**src/sv/crfr_pkg.sv**
```systemverilog
// ----------------------------------------------------------------------------
// crfr_pkg
// Types, codes and the CRC-16/CCITT-FALSE byte update shared by the frame
// receiver modules.
// ----------------------------------------------------------------------------
package crfr_pkg;

	localparam logic [7:0]  FLAG_BYTE = 8'hA5;
	localparam logic [15:0] CRC_INIT  = 16'hFFFF;
	localparam logic [15:0] CRC_POLY  = 16'h1021;
	localparam logic [15:0] TICK_MAX  = 16'hFFFF;

	localparam logic FUNC_BYTE = 1'b0;
	localparam logic FUNC_TICK = 1'b1;

	localparam logic REG_MAX_PAYLOAD   = 1'b0;
	localparam logic REG_TIMEOUT_TICKS = 1'b1;

	localparam logic [10:0] MAX_PAYLOAD_RST   = 11'd1024;
	localparam logic [15:0] TIMEOUT_TICKS_RST = 16'd1000;

	typedef enum logic [2:0] {
		PH_HUNT    = 3'd0,
		PH_ID      = 3'd1,
		PH_LEN_HI  = 3'd2,
		PH_LEN_LO  = 3'd3,
		PH_PAYLOAD = 3'd4,
		PH_CRC_HI  = 3'd5,
		PH_CRC_LO  = 3'd6,
		PH_END     = 3'd7
	} phase_t;

	typedef enum logic [1:0] {
		KIND_PAYLOAD = 2'd0,
		KIND_ACCEPT  = 2'd1,
		KIND_ERROR   = 2'd2
	} kind_t;

	typedef enum logic [2:0] {
		ERR_TIMEOUT = 3'd0,
		ERR_START   = 3'd1,
		ERR_SIZE    = 3'd2,
		ERR_CRC     = 3'd3,
		ERR_END     = 3'd4
	} err_t;

	typedef struct packed {
		logic       func;
		logic [7:0] rx_byte;
		logic       is_flag;
	} item_t;

	typedef struct packed {
		kind_t       kind;
		logic [7:0]  payload_byte;
		logic [9:0]  payload_index;
		logic [7:0]  frame_id;
		logic [10:0] frame_length;
		err_t        error_code;
	} result_t;

	typedef struct packed {
		logic [10:0] max_payload;
		logic [15:0] timeout_ticks;
	} cfg_t;

	function automatic logic [15:0] crc_byte(input logic [15:0] crc, input logic [7:0] b);
		logic [15:0] c;
		c = crc ^ {b, 8'h00};
		for (int i = 0; i < 8; i++) begin
			if (c[15]) begin
				c = {c[14:0], 1'b0} ^ CRC_POLY;
			end else begin
				c = {c[14:0], 1'b0};
			end
		end
		return c;
	endfunction

endpackage

```
**src/sv/crc_checked_frame_receiver.sv**
```systemverilog
// ----------------------------------------------------------------------------
// crc_checked_frame_receiver
// Flag-delimited frame receiver with CRC-16/CCITT-FALSE check: reports
// payload bytes as they arrive, then frame accept or a frame error.
// ----------------------------------------------------------------------------
//  channel   handshake       payload
//  -------   -------------   ------------------------------------------------
//  input     push / full     func, rx_byte
//  result    empty / pop     kind, payload_byte, payload_index, frame_id,
//                            frame_length, error_code
//  config    cfg_we          cfg_addr, cfg_wdata
//
//  one word per cycle sustained in both directions while the result queue has room
//  a result word reaches the result port by way of the input queue, then
//  the parser into the result queue
//  the parser stalls only when the two-entry result queue is full
//  reset clears both queues and returns the parser to hunting
// ----------------------------------------------------------------------------
module crc_checked_frame_receiver #(
	parameter int unsigned PAYLOAD_LIMIT = 1024
) (
	input  logic        clk,
	input  logic        arst_n,
	input  logic        push,
	output logic        full,
	input  logic        func,
	input  logic [7:0]  rx_byte,
	output logic        empty,
	input  logic        pop,
	output logic [1:0]  kind,
	output logic [7:0]  payload_byte,
	output logic [9:0]  payload_index,
	output logic [7:0]  frame_id,
	output logic [10:0] frame_length,
	output logic [2:0]  error_code,
	input  logic        cfg_we,
	input  logic        cfg_addr,
	input  logic [15:0] cfg_wdata
);

	crfr_pkg::cfg_t    cfg_q;
	logic              item_valid;
	crfr_pkg::item_t   item;
	logic              item_take;
	logic              res_full;
	logic              res_valid;
	crfr_pkg::result_t res;
	crfr_pkg::result_t head;

	always_ff @(posedge clk or negedge arst_n) begin
		if (!arst_n) begin
			cfg_q.max_payload   <= crfr_pkg::MAX_PAYLOAD_RST;
			cfg_q.timeout_ticks <= crfr_pkg::TIMEOUT_TICKS_RST;
		end else if (cfg_we) begin
			unique case (cfg_addr)
				crfr_pkg::REG_MAX_PAYLOAD:   cfg_q.max_payload   <= cfg_wdata[10:0];
				crfr_pkg::REG_TIMEOUT_TICKS: cfg_q.timeout_ticks <= cfg_wdata;
				default: ;
			endcase
		end
	end

	crfr_front u_front (
		.clk        (clk),
		.arst_n     (arst_n),
		.push       (push),
		.func       (func),
		.rx_byte    (rx_byte),
		.full       (full),
		.item_valid (item_valid),
		.item       (item),
		.item_take  (item_take)
	);

	crfr_back #(
		.PAYLOAD_LIMIT (PAYLOAD_LIMIT)
	) u_back (
		.clk        (clk),
		.arst_n     (arst_n),
		.cfg        (cfg_q),
		.item_valid (item_valid),
		.item       (item),
		.item_take  (item_take),
		.res_full   (res_full),
		.res_valid  (res_valid),
		.res        (res)
	);

	crfr_out_q u_out_q (
		.clk       (clk),
		.arst_n    (arst_n),
		.res_valid (res_valid),
		.res       (res),
		.res_full  (res_full),
		.pop       (pop),
		.empty     (empty),
		.head      (head)
	);

	assign kind          = head.kind;
	assign payload_byte  = head.payload_byte;
	assign payload_index = head.payload_index;
	assign frame_id      = head.frame_id;
	assign frame_length  = head.frame_length;
	assign error_code    = head.error_code;

endmodule

```
**src/sv/crfr_front.sv**
```systemverilog
// ----------------------------------------------------------------------------
// crfr_front
// Input side: takes words, marks every byte equal to the flag byte, and holds
// them in a two-entry queue for the parser.
// ----------------------------------------------------------------------------
module crfr_front (
	input  logic                 clk,
	input  logic                 arst_n,
	input  logic                 push,
	input  logic                 func,
	input  logic [7:0]           rx_byte,
	output logic                 full,
	output logic                 item_valid,
	output crfr_pkg::item_t      item,
	input  logic                 item_take
);

	crfr_pkg::item_t mem_q [2];
	logic            wr_ptr_q;
	logic            rd_ptr_q;
	logic [1:0]      cnt_q;
	logic            do_push;
	logic            do_pop;
	crfr_pkg::item_t new_item;

	assign full       = (cnt_q == 2'd2);
	assign item_valid = (cnt_q != 2'd0);
	assign do_push    = push && !full;
	assign do_pop     = item_take && item_valid;
	assign item       = mem_q[rd_ptr_q];

	always_comb begin
		new_item.func    = func;
		new_item.rx_byte = rx_byte;
		new_item.is_flag = (rx_byte == crfr_pkg::FLAG_BYTE);
	end

	always_ff @(posedge clk or negedge arst_n) begin
		if (!arst_n) begin
			wr_ptr_q <= 1'b0;
			rd_ptr_q <= 1'b0;
			cnt_q    <= 2'd0;
		end else begin
			if (do_push) begin
				wr_ptr_q <= ~wr_ptr_q;
			end
			if (do_pop) begin
				rd_ptr_q <= ~rd_ptr_q;
			end
			cnt_q <= cnt_q + {1'b0, do_push} - {1'b0, do_pop};
		end
	end

	always_ff @(posedge clk) begin
		if (do_push) begin
			mem_q[wr_ptr_q] <= new_item;
		end
	end

endmodule

```
**src/sv/crfr_back.sv**
```systemverilog
// ----------------------------------------------------------------------------
// crfr_back
// Frame parser: walks the frame fields, keeps the running CRC and the tick
// count, and produces payload, accept and error words.
// ----------------------------------------------------------------------------
module crfr_back #(
	parameter int unsigned PAYLOAD_LIMIT = 1024
) (
	input  logic                 clk,
	input  logic                 arst_n,
	input  crfr_pkg::cfg_t       cfg,
	input  logic                 item_valid,
	input  crfr_pkg::item_t      item,
	output logic                 item_take,
	input  logic                 res_full,
	output logic                 res_valid,
	output crfr_pkg::result_t    res
);

	localparam int unsigned LEN_CAP = (PAYLOAD_LIMIT < 2047) ? PAYLOAD_LIMIT : 2047;
	localparam int unsigned LEN_W   = $clog2(LEN_CAP + 1);
	localparam logic [15:0] LIMIT16 = 16'(PAYLOAD_LIMIT);

	crfr_pkg::phase_t phase_q, phase_d;
	logic [15:0]      crc_q, crc_d;
	logic [7:0]       len_hi_q, len_hi_d;
	logic [LEN_W-1:0] len_q, len_d;
	logic [LEN_W-1:0] taken_q, taken_d;
	logic [7:0]       crc_hi_q, crc_hi_d;
	logic [7:0]       crc_lo_q, crc_lo_d;
	logic [7:0]       id_q, id_d;
	logic [15:0]      wait_q, wait_d;

	logic [15:0]      crc_nxt;
	logic [15:0]      len16;
	logic [15:0]      limit;
	logic [15:0]      wait_inc;
	logic [LEN_W-1:0] taken_inc;

	assign item_take = item_valid && !res_full;
	assign crc_nxt   = crfr_pkg::crc_byte(crc_q, item.rx_byte);
	assign len16     = {len_hi_q, item.rx_byte};
	assign limit     = (16'(cfg.max_payload) < LIMIT16) ? 16'(cfg.max_payload) : LIMIT16;
	assign wait_inc  = (wait_q == crfr_pkg::TICK_MAX) ? wait_q : wait_q + 16'd1;
	assign taken_inc = taken_q + LEN_W'(1);

	always_ff @(posedge clk or negedge arst_n) begin
		if (!arst_n) begin
			phase_q  <= crfr_pkg::PH_HUNT;
			crc_q    <= crfr_pkg::CRC_INIT;
			len_hi_q <= 8'd0;
			len_q    <= '0;
			taken_q  <= '0;
			crc_hi_q <= 8'd0;
			crc_lo_q <= 8'd0;
			id_q     <= 8'd0;
			wait_q   <= 16'd0;
		end else begin
			phase_q  <= phase_d;
			crc_q    <= crc_d;
			len_hi_q <= len_hi_d;
			len_q    <= len_d;
			taken_q  <= taken_d;
			crc_hi_q <= crc_hi_d;
			crc_lo_q <= crc_lo_d;
			id_q     <= id_d;
			wait_q   <= wait_d;
		end
	end

	always_comb begin
		phase_d   = phase_q;
		crc_d     = crc_q;
		len_hi_d  = len_hi_q;
		len_d     = len_q;
		taken_d   = taken_q;
		crc_hi_d  = crc_hi_q;
		crc_lo_d  = crc_lo_q;
		id_d      = id_q;
		wait_d    = wait_q;
		res_valid = 1'b0;
		res       = '0;
		res.frame_id = id_q;

		if (item_take) begin
			if (item.func == crfr_pkg::FUNC_TICK) begin
				if (phase_q != crfr_pkg::PH_HUNT) begin
					wait_d = wait_inc;
					if (wait_inc > cfg.timeout_ticks) begin
						res_valid      = 1'b1;
						res.kind       = crfr_pkg::KIND_ERROR;
						res.error_code = crfr_pkg::ERR_TIMEOUT;
						phase_d        = crfr_pkg::PH_HUNT;
						wait_d         = 16'd0;
					end
				end
			end else begin
				unique case (phase_q)
					crfr_pkg::PH_HUNT: begin
						if (!item.is_flag) begin
							res_valid      = 1'b1;
							res.kind       = crfr_pkg::KIND_ERROR;
							res.error_code = crfr_pkg::ERR_START;
							res.frame_id   = 8'd0;
						end else begin
							phase_d  = crfr_pkg::PH_ID;
							crc_d    = crfr_pkg::CRC_INIT;
							len_hi_d = 8'd0;
							len_d    = '0;
							taken_d  = '0;
							crc_hi_d = 8'd0;
							crc_lo_d = 8'd0;
							id_d     = 8'd0;
							wait_d   = 16'd0;
						end
					end
					crfr_pkg::PH_ID: begin
						id_d    = item.rx_byte;
						crc_d   = crc_nxt;
						phase_d = crfr_pkg::PH_LEN_HI;
					end
					crfr_pkg::PH_LEN_HI: begin
						len_hi_d = item.rx_byte;
						crc_d    = crc_nxt;
						phase_d  = crfr_pkg::PH_LEN_LO;
					end
					crfr_pkg::PH_LEN_LO: begin
						crc_d = crc_nxt;
						if (len16 > limit) begin
							res_valid      = 1'b1;
							res.kind       = crfr_pkg::KIND_ERROR;
							res.error_code = crfr_pkg::ERR_SIZE;
							phase_d        = crfr_pkg::PH_HUNT;
							wait_d         = 16'd0;
						end else begin
							len_d   = LEN_W'(len16);
							taken_d = '0;
							phase_d = (len16 == 16'd0) ? crfr_pkg::PH_CRC_HI
							                           : crfr_pkg::PH_PAYLOAD;
						end
					end
					crfr_pkg::PH_PAYLOAD: begin
						crc_d             = crc_nxt;
						res_valid         = 1'b1;
						res.kind          = crfr_pkg::KIND_PAYLOAD;
						res.payload_byte  = item.rx_byte;
						res.payload_index = 10'(taken_q);
						taken_d           = taken_inc;
						if (taken_inc == len_q) begin
							phase_d = crfr_pkg::PH_CRC_HI;
						end
					end
					crfr_pkg::PH_CRC_HI: begin
						crc_hi_d = item.rx_byte;
						phase_d  = crfr_pkg::PH_CRC_LO;
					end
					crfr_pkg::PH_CRC_LO: begin
						crc_lo_d = item.rx_byte;
						phase_d  = crfr_pkg::PH_END;
					end
					crfr_pkg::PH_END: begin
						res_valid = 1'b1;
						phase_d   = crfr_pkg::PH_HUNT;
						wait_d    = 16'd0;
						if ({crc_hi_q, crc_lo_q} != crc_q) begin
							res.kind       = crfr_pkg::KIND_ERROR;
							res.error_code = crfr_pkg::ERR_CRC;
						end else if (!item.is_flag) begin
							res.kind       = crfr_pkg::KIND_ERROR;
							res.error_code = crfr_pkg::ERR_END;
						end else begin
							res.kind         = crfr_pkg::KIND_ACCEPT;
							res.frame_length = 11'(len_q);
						end
					end
					default: begin
						phase_d = crfr_pkg::PH_HUNT;
					end
				endcase
			end
		end
	end

`ifndef SYNTHESIS
	a_payload_in_phase: assert property (@(posedge clk) disable iff (!arst_n)
		res_valid && res.kind == crfr_pkg::KIND_PAYLOAD |-> phase_q == crfr_pkg::PH_PAYLOAD)
		else $error("payload word outside payload phase");

	a_hunt_no_wait: assert property (@(posedge clk) disable iff (!arst_n)
		phase_q == crfr_pkg::PH_HUNT |-> wait_q == 16'd0)
		else $error("tick count not cleared while hunting");

	a_taken_below_len: assert property (@(posedge clk) disable iff (!arst_n)
		phase_q == crfr_pkg::PH_PAYLOAD |-> taken_q < len_q)
		else $error("payload count past length");

	a_accept_crc_ok: assert property (@(posedge clk) disable iff (!arst_n)
		res_valid && res.kind == crfr_pkg::KIND_ACCEPT |-> crc_q == {crc_hi_q, crc_lo_q})
		else $error("frame accepted with crc mismatch");

	a_word_needs_take: assert property (@(posedge clk) disable iff (!arst_n)
		res_valid |-> item_take && !res_full)
		else $error("word produced without a taken item");
`endif

endmodule

```
**src/sv/crfr_out_q.sv**
```systemverilog
// ----------------------------------------------------------------------------
// crfr_out_q
// Two-entry result queue between the parser and the result port.
// ----------------------------------------------------------------------------
module crfr_out_q (
	input  logic                 clk,
	input  logic                 arst_n,
	input  logic                 res_valid,
	input  crfr_pkg::result_t    res,
	output logic                 res_full,
	input  logic                 pop,
	output logic                 empty,
	output crfr_pkg::result_t    head
);

	crfr_pkg::result_t mem_q [2];
	logic              wr_ptr_q;
	logic              rd_ptr_q;
	logic [1:0]        cnt_q;
	logic              do_push;
	logic              do_pop;

	assign res_full = (cnt_q == 2'd2);
	assign empty    = (cnt_q == 2'd0);
	assign do_push  = res_valid && !res_full;
	assign do_pop   = pop && !empty;
	assign head     = mem_q[rd_ptr_q];

	always_ff @(posedge clk or negedge arst_n) begin
		if (!arst_n) begin
			wr_ptr_q <= 1'b0;
			rd_ptr_q <= 1'b0;
			cnt_q    <= 2'd0;
		end else begin
			if (do_push) begin
				wr_ptr_q <= ~wr_ptr_q;
			end
			if (do_pop) begin
				rd_ptr_q <= ~rd_ptr_q;
			end
			cnt_q <= cnt_q + {1'b0, do_push} - {1'b0, do_pop};
		end
	end

	always_ff @(posedge clk) begin
		if (do_push) begin
			mem_q[wr_ptr_q] <= res;
		end
	end

endmodule

```
**config.mk**
```make
export PLATFORM = sky130hd
export DESIGN_NAME = crc_checked_frame_receiver
export DESIGN_NICKNAME = d
export VERILOG_FILES = /design/src/sv/crfr_pkg.sv /design/src/sv/crc_checked_frame_receiver.sv /design/src/sv/crfr_front.sv /design/src/sv/crfr_back.sv /design/src/sv/crfr_out_q.sv
export SDC_FILE = /design/constraint.sdc
export NUM_CORES = 1
export LEC_CHECK = 0
export BUFFER_PORTS_ARGS = -buffer_cell sky130_fd_sc_hd__buf_2
export CAP_MARGIN = 20
export CELL_PAD_IN_SITES_DETAIL_PLACEMENT = 0
export CELL_PAD_IN_SITES_GLOBAL_PLACEMENT = 2
export CORE_ASPECT_RATIO = 0.7
export CORE_MARGIN = 1.5
export CORE_UTILIZATION = 45
export DETAILED_ROUTE_END_ITERATION = 16
export PLACE_DENSITY = 0.87
export SYNTH_ARGS = -nofsm -noshare
export SYNTH_HDL_FRONTEND = slang
export SYNTH_HIERARCHICAL = 1
export SYNTH_SLANG_ARGS = --single-unit
```
**constraint.sdc**
```tcl
create_clock -name clk -period 14.8 [get_ports clk]
set_input_delay 2.96 -clock clk [delete_from_list [all_inputs] [get_ports clk]]
set_output_delay 2.96 -clock clk [all_outputs]
set_load 0.01 [all_outputs]
```
==> reports/metrics.cfg <==
[sta]
setup_viol_count_final = 0
fin_tns_setup_ps = 0
finalCriticalPeriod_ps = 5320
max_slew_margin_pct = 30.72
fin_skew_ps = 22.78
layout_worst_path_cycle_share_pct = 35.94
rsz0062_at_grt = no
post-route-worst-setup-slack_ps = 9480
timing.final.hold_violations = 0
report.final.slew_viol_count = 0
tightestPinTransition_ps = 1039
worst_hold_slack_ps = 494.2
max_clock_freq_mhz = 188.0

[floorplanning]
floorplan.initialDensity_pct = 46.24
num_io_pins = 75
die_h_um = 136.7
num_rows = 48
die_x_um = 194.0
core_area_um2 = 24860
die_area_um2 = 26530

[yosys]
yosys_most_used_dff = sky130_fd_sc_hd__edfxtp_1
register_area_share_after_synthesis_pct = 54.40
synth.ff_latch_count = 228
yosys.cell_count.top_type = sky130_fd_sc_hd__edfxtp_1
yosys.area.top_type = sky130_fd_sc_hd__edfxtp_1
synth_commonest_cells = 104 x sky130_fd_sc_hd__edfxtp_1, 101 x sky130_fd_sc_hd__dfrtp_1, 73 x sky130_fd_sc_hd__nand2_1
synth.area.top_cells = sky130_fd_sc_hd__edfxtp_1 27%, sky130_fd_sc_hd__dfrtp_1 22%, sky130_fd_sc_hd__dfstp_2 5.3%
postSynthAreaPerCell_um2 = 11.93
synth_enable_flop_cells = 104
synth-async-reset-ratio_pct = 54.39
synth.top_cell.area_share_pct = 27.16
yosysUniqueCellTypes = 64
netlist_area_um2 = 11500
yosys_warning_total = 6
postSynthCellCount = 964
synth_fp_nets = 1032

[placed_design]
placed_cells_incl_taps = 1316
detailed_place_hpwl_um = 18040
portBuffers = 74
detailedPlace.worstSlack_ps = 9985
gp_congestion = 0.8383

[finish]
layout.nets = 1085
area_growth_syn_to_layout_pct = 11.68
finalCoreUtilization_pct = 51.64
diodes = 0
drive_above_1_share_pct = 21.76
stdcell_count = 1359

[route]
wirelength_um = 26020
route.detailed.drc = 7
vias_per_cell = 5.551
detail_route.iter0.violations = 588
routedWlPerCell_um = 19.15
num_vias = 7544
drt_pass1_iterations = 11
drt.antenna.violating_nets = 0

[run]
max_cap_violations = 0

[clock_network]
clock_path_buffers = 3
clock_pin_slew_on_the_worst_setup_and_hold_paths_ps = 60
post_cts.resized_instances = 0
insertion_delay_ps = 540
cts_setup_buffers = 0
cts_hold_repair.buffers = 0
clockRootBuffer = sky130_fd_sc_hd__clkbuf_16
numCtsBuffers = 23
tritoncts = built
cts.sink_count = 228
clock_tree.htree_level_count = 1

[global_route]
global_route_overflow = 0
grt_pass1_vias = 7033
grt_max_degree = 71
grt_antenna_before_repair = 0
grtUsageTotal_pct = 19.87
grt_first_pass_wirelength_um = 41130

[worst_setup_path]
critical_path_arrival_ps = 2360
critical_path_class = flip-flop to primary output
crit_path_max_fanout = 24
worst-endpoint-required_ps = 11840
start_kind = flip-flop
worst_setup_path_end_kind = primary output

[power_and_ir_drop]
peakVddDrop_mv = 0.09791
power.static_leakage_nw = 5.435
power_density_nw_per_um2 = 200.3

[outcome]
result_of_the_run = finished with violations
violations = design-rule violations

[hold_path]
hp-class = flip-flop to flip-flop

worst max-delay path: stages (launching register included):
cell	delay, ps
sky130_fd_sc_hd__dfrtp_2	780
sky130_fd_sc_hd__buf_4	500
sky130_fd_sc_hd__mux2_2	400
sky130_fd_sc_hd__buf_2	140
final cells by class:
class / count / area (um2)
clock buffer: 34 / 661.9
multi-input combinational: 649 / 4830
tap: 325 / 406.6
clock inverter: 8 / 108.9
inverter: 34 / 127.6
fill: 2234 / 12020
timing repair buffer: 81 / 449.2
sequential: 228 / 6256
sequential cells by signal (all words and copies together), names as in the netlist, 8 cells and up:
register and count:
u_out_q/mem_q 84, cfg_q 27, u_front/mem_q 20, u_back/crc_q 16, u_back/wait_q 16, u_back/len_q 11, u_back/taken_q 11, u_back/crc_hi_q 8
u_back/crc_lo_q 8, u_back/id_q 8, u_back/len_hi_q 8
layer usage:
metal	GRT usage [%]	up-vias	wire length [um]
met5	0	-	0
met4	3.819	0	391
met3	3.056	34	1335
met2	27.30	207	10380
met1	32.59	3714	13920
li1	-	3589	-
per-stage QoR:
step,cell area (um2),total power [mW]
after detailed placement,12060,1.981
after global placement,12020,1.961
after CTS,12830,2.587
final,12840,2.572
after floorplan,11500,1.719
after global routing,12840,2.727
power breakdown:
group / total (mW) / leakage [nW] / internal [mW] / switching [mW]
Sequential: 0.965 / 2.54 / 0.842 / 0.124
Clock: 0.596 / 0.381 / 0.348 / 0.247
Combinational: 1.01 / 2.51 / 0.433 / 0.577
final timing paths:
kind	end	start	cells past startpoint	slack [ps]
hold reg to reg	u_back/id_q[3]$_DFFE_PN0P_	u_back/id_q[3]$_DFFE_PN0P_	1	490
setup / recovery	error_code[1]	u_out_q/rd_ptr_q$_DFFE_PN0P_	3	9480
max in group asynchronous	u_out_q/rd_ptr_q$_DFFE_PN0P_	arst_n	2	10930
hold / removal	u_back/id_q[3]$_DFFE_PN0P_	u_back/id_q[3]$_DFFE_PN0P_	1	490
min in group asynchronous	cfg_q[22]$_DFFE_PN0P_	arst_n	1	2570
setup reg to reg	u_out_q/mem_q[0][35]$_DFFE_PP_	u_back/wait_q[4]$_DFFE_PN0P_	16	10000
layout by cell type, fill, tap and decap left out, types with 4 or more instances in the layout:
cell and count:
sky130_fd_sc_hd__a21o_1 4, sky130_fd_sc_hd__a21oi_1 45, sky130_fd_sc_hd__a22o_1 33, sky130_fd_sc_hd__a31oi_1 23, sky130_fd_sc_hd__and2_1 25, sky130_fd_sc_hd__and3_1 32, sky130_fd_sc_hd__buf_2 73, sky130_fd_sc_hd__buf_4 6
sky130_fd_sc_hd__clkbuf_1 7, sky130_fd_sc_hd__clkbuf_16 24, sky130_fd_sc_hd__clkinv_2 4, sky130_fd_sc_hd__dfrtp_1 100, sky130_fd_sc_hd__dfstp_2 23, sky130_fd_sc_hd__edfxtp_1 104, sky130_fd_sc_hd__ha_1 37, sky130_fd_sc_hd__inv_1 33
sky130_fd_sc_hd__mux2_1 10, sky130_fd_sc_hd__mux2_2 33, sky130_fd_sc_hd__mux2_4 39, sky130_fd_sc_hd__nand2_1 73, sky130_fd_sc_hd__nand2b_1 5, sky130_fd_sc_hd__nand3_1 16, sky130_fd_sc_hd__nand4_1 8, sky130_fd_sc_hd__nor2_1 47
sky130_fd_sc_hd__nor2b_1 25, sky130_fd_sc_hd__nor3_1 11, sky130_fd_sc_hd__nor4_1 10, sky130_fd_sc_hd__o211ai_1 6, sky130_fd_sc_hd__o21ai_0 26, sky130_fd_sc_hd__o21ai_1 11, sky130_fd_sc_hd__o22a_1 5, sky130_fd_sc_hd__o31ai_1 4
sky130_fd_sc_hd__xnor2_1 42, sky130_fd_sc_hd__xor2_1 30
cell families (layout without fill, tap and decap cells):
group                    count (synthesis)  count (layout)  share of synthesized area (%)
adder cells (fa/ha/maj)                 37              37                          4.027
flip-flops                             228             228                          54.40
buffers and inverters                   87             157                          3.689
XOR/XNOR                                72              72                          5.485
AND/OR/NAND/NOR                        274             274                          12.24
AO/OA/AOI/OAI                          182             182                          10.68
multiplexers                            84              84                          9.479
Power figures use the tool's default switching activity.
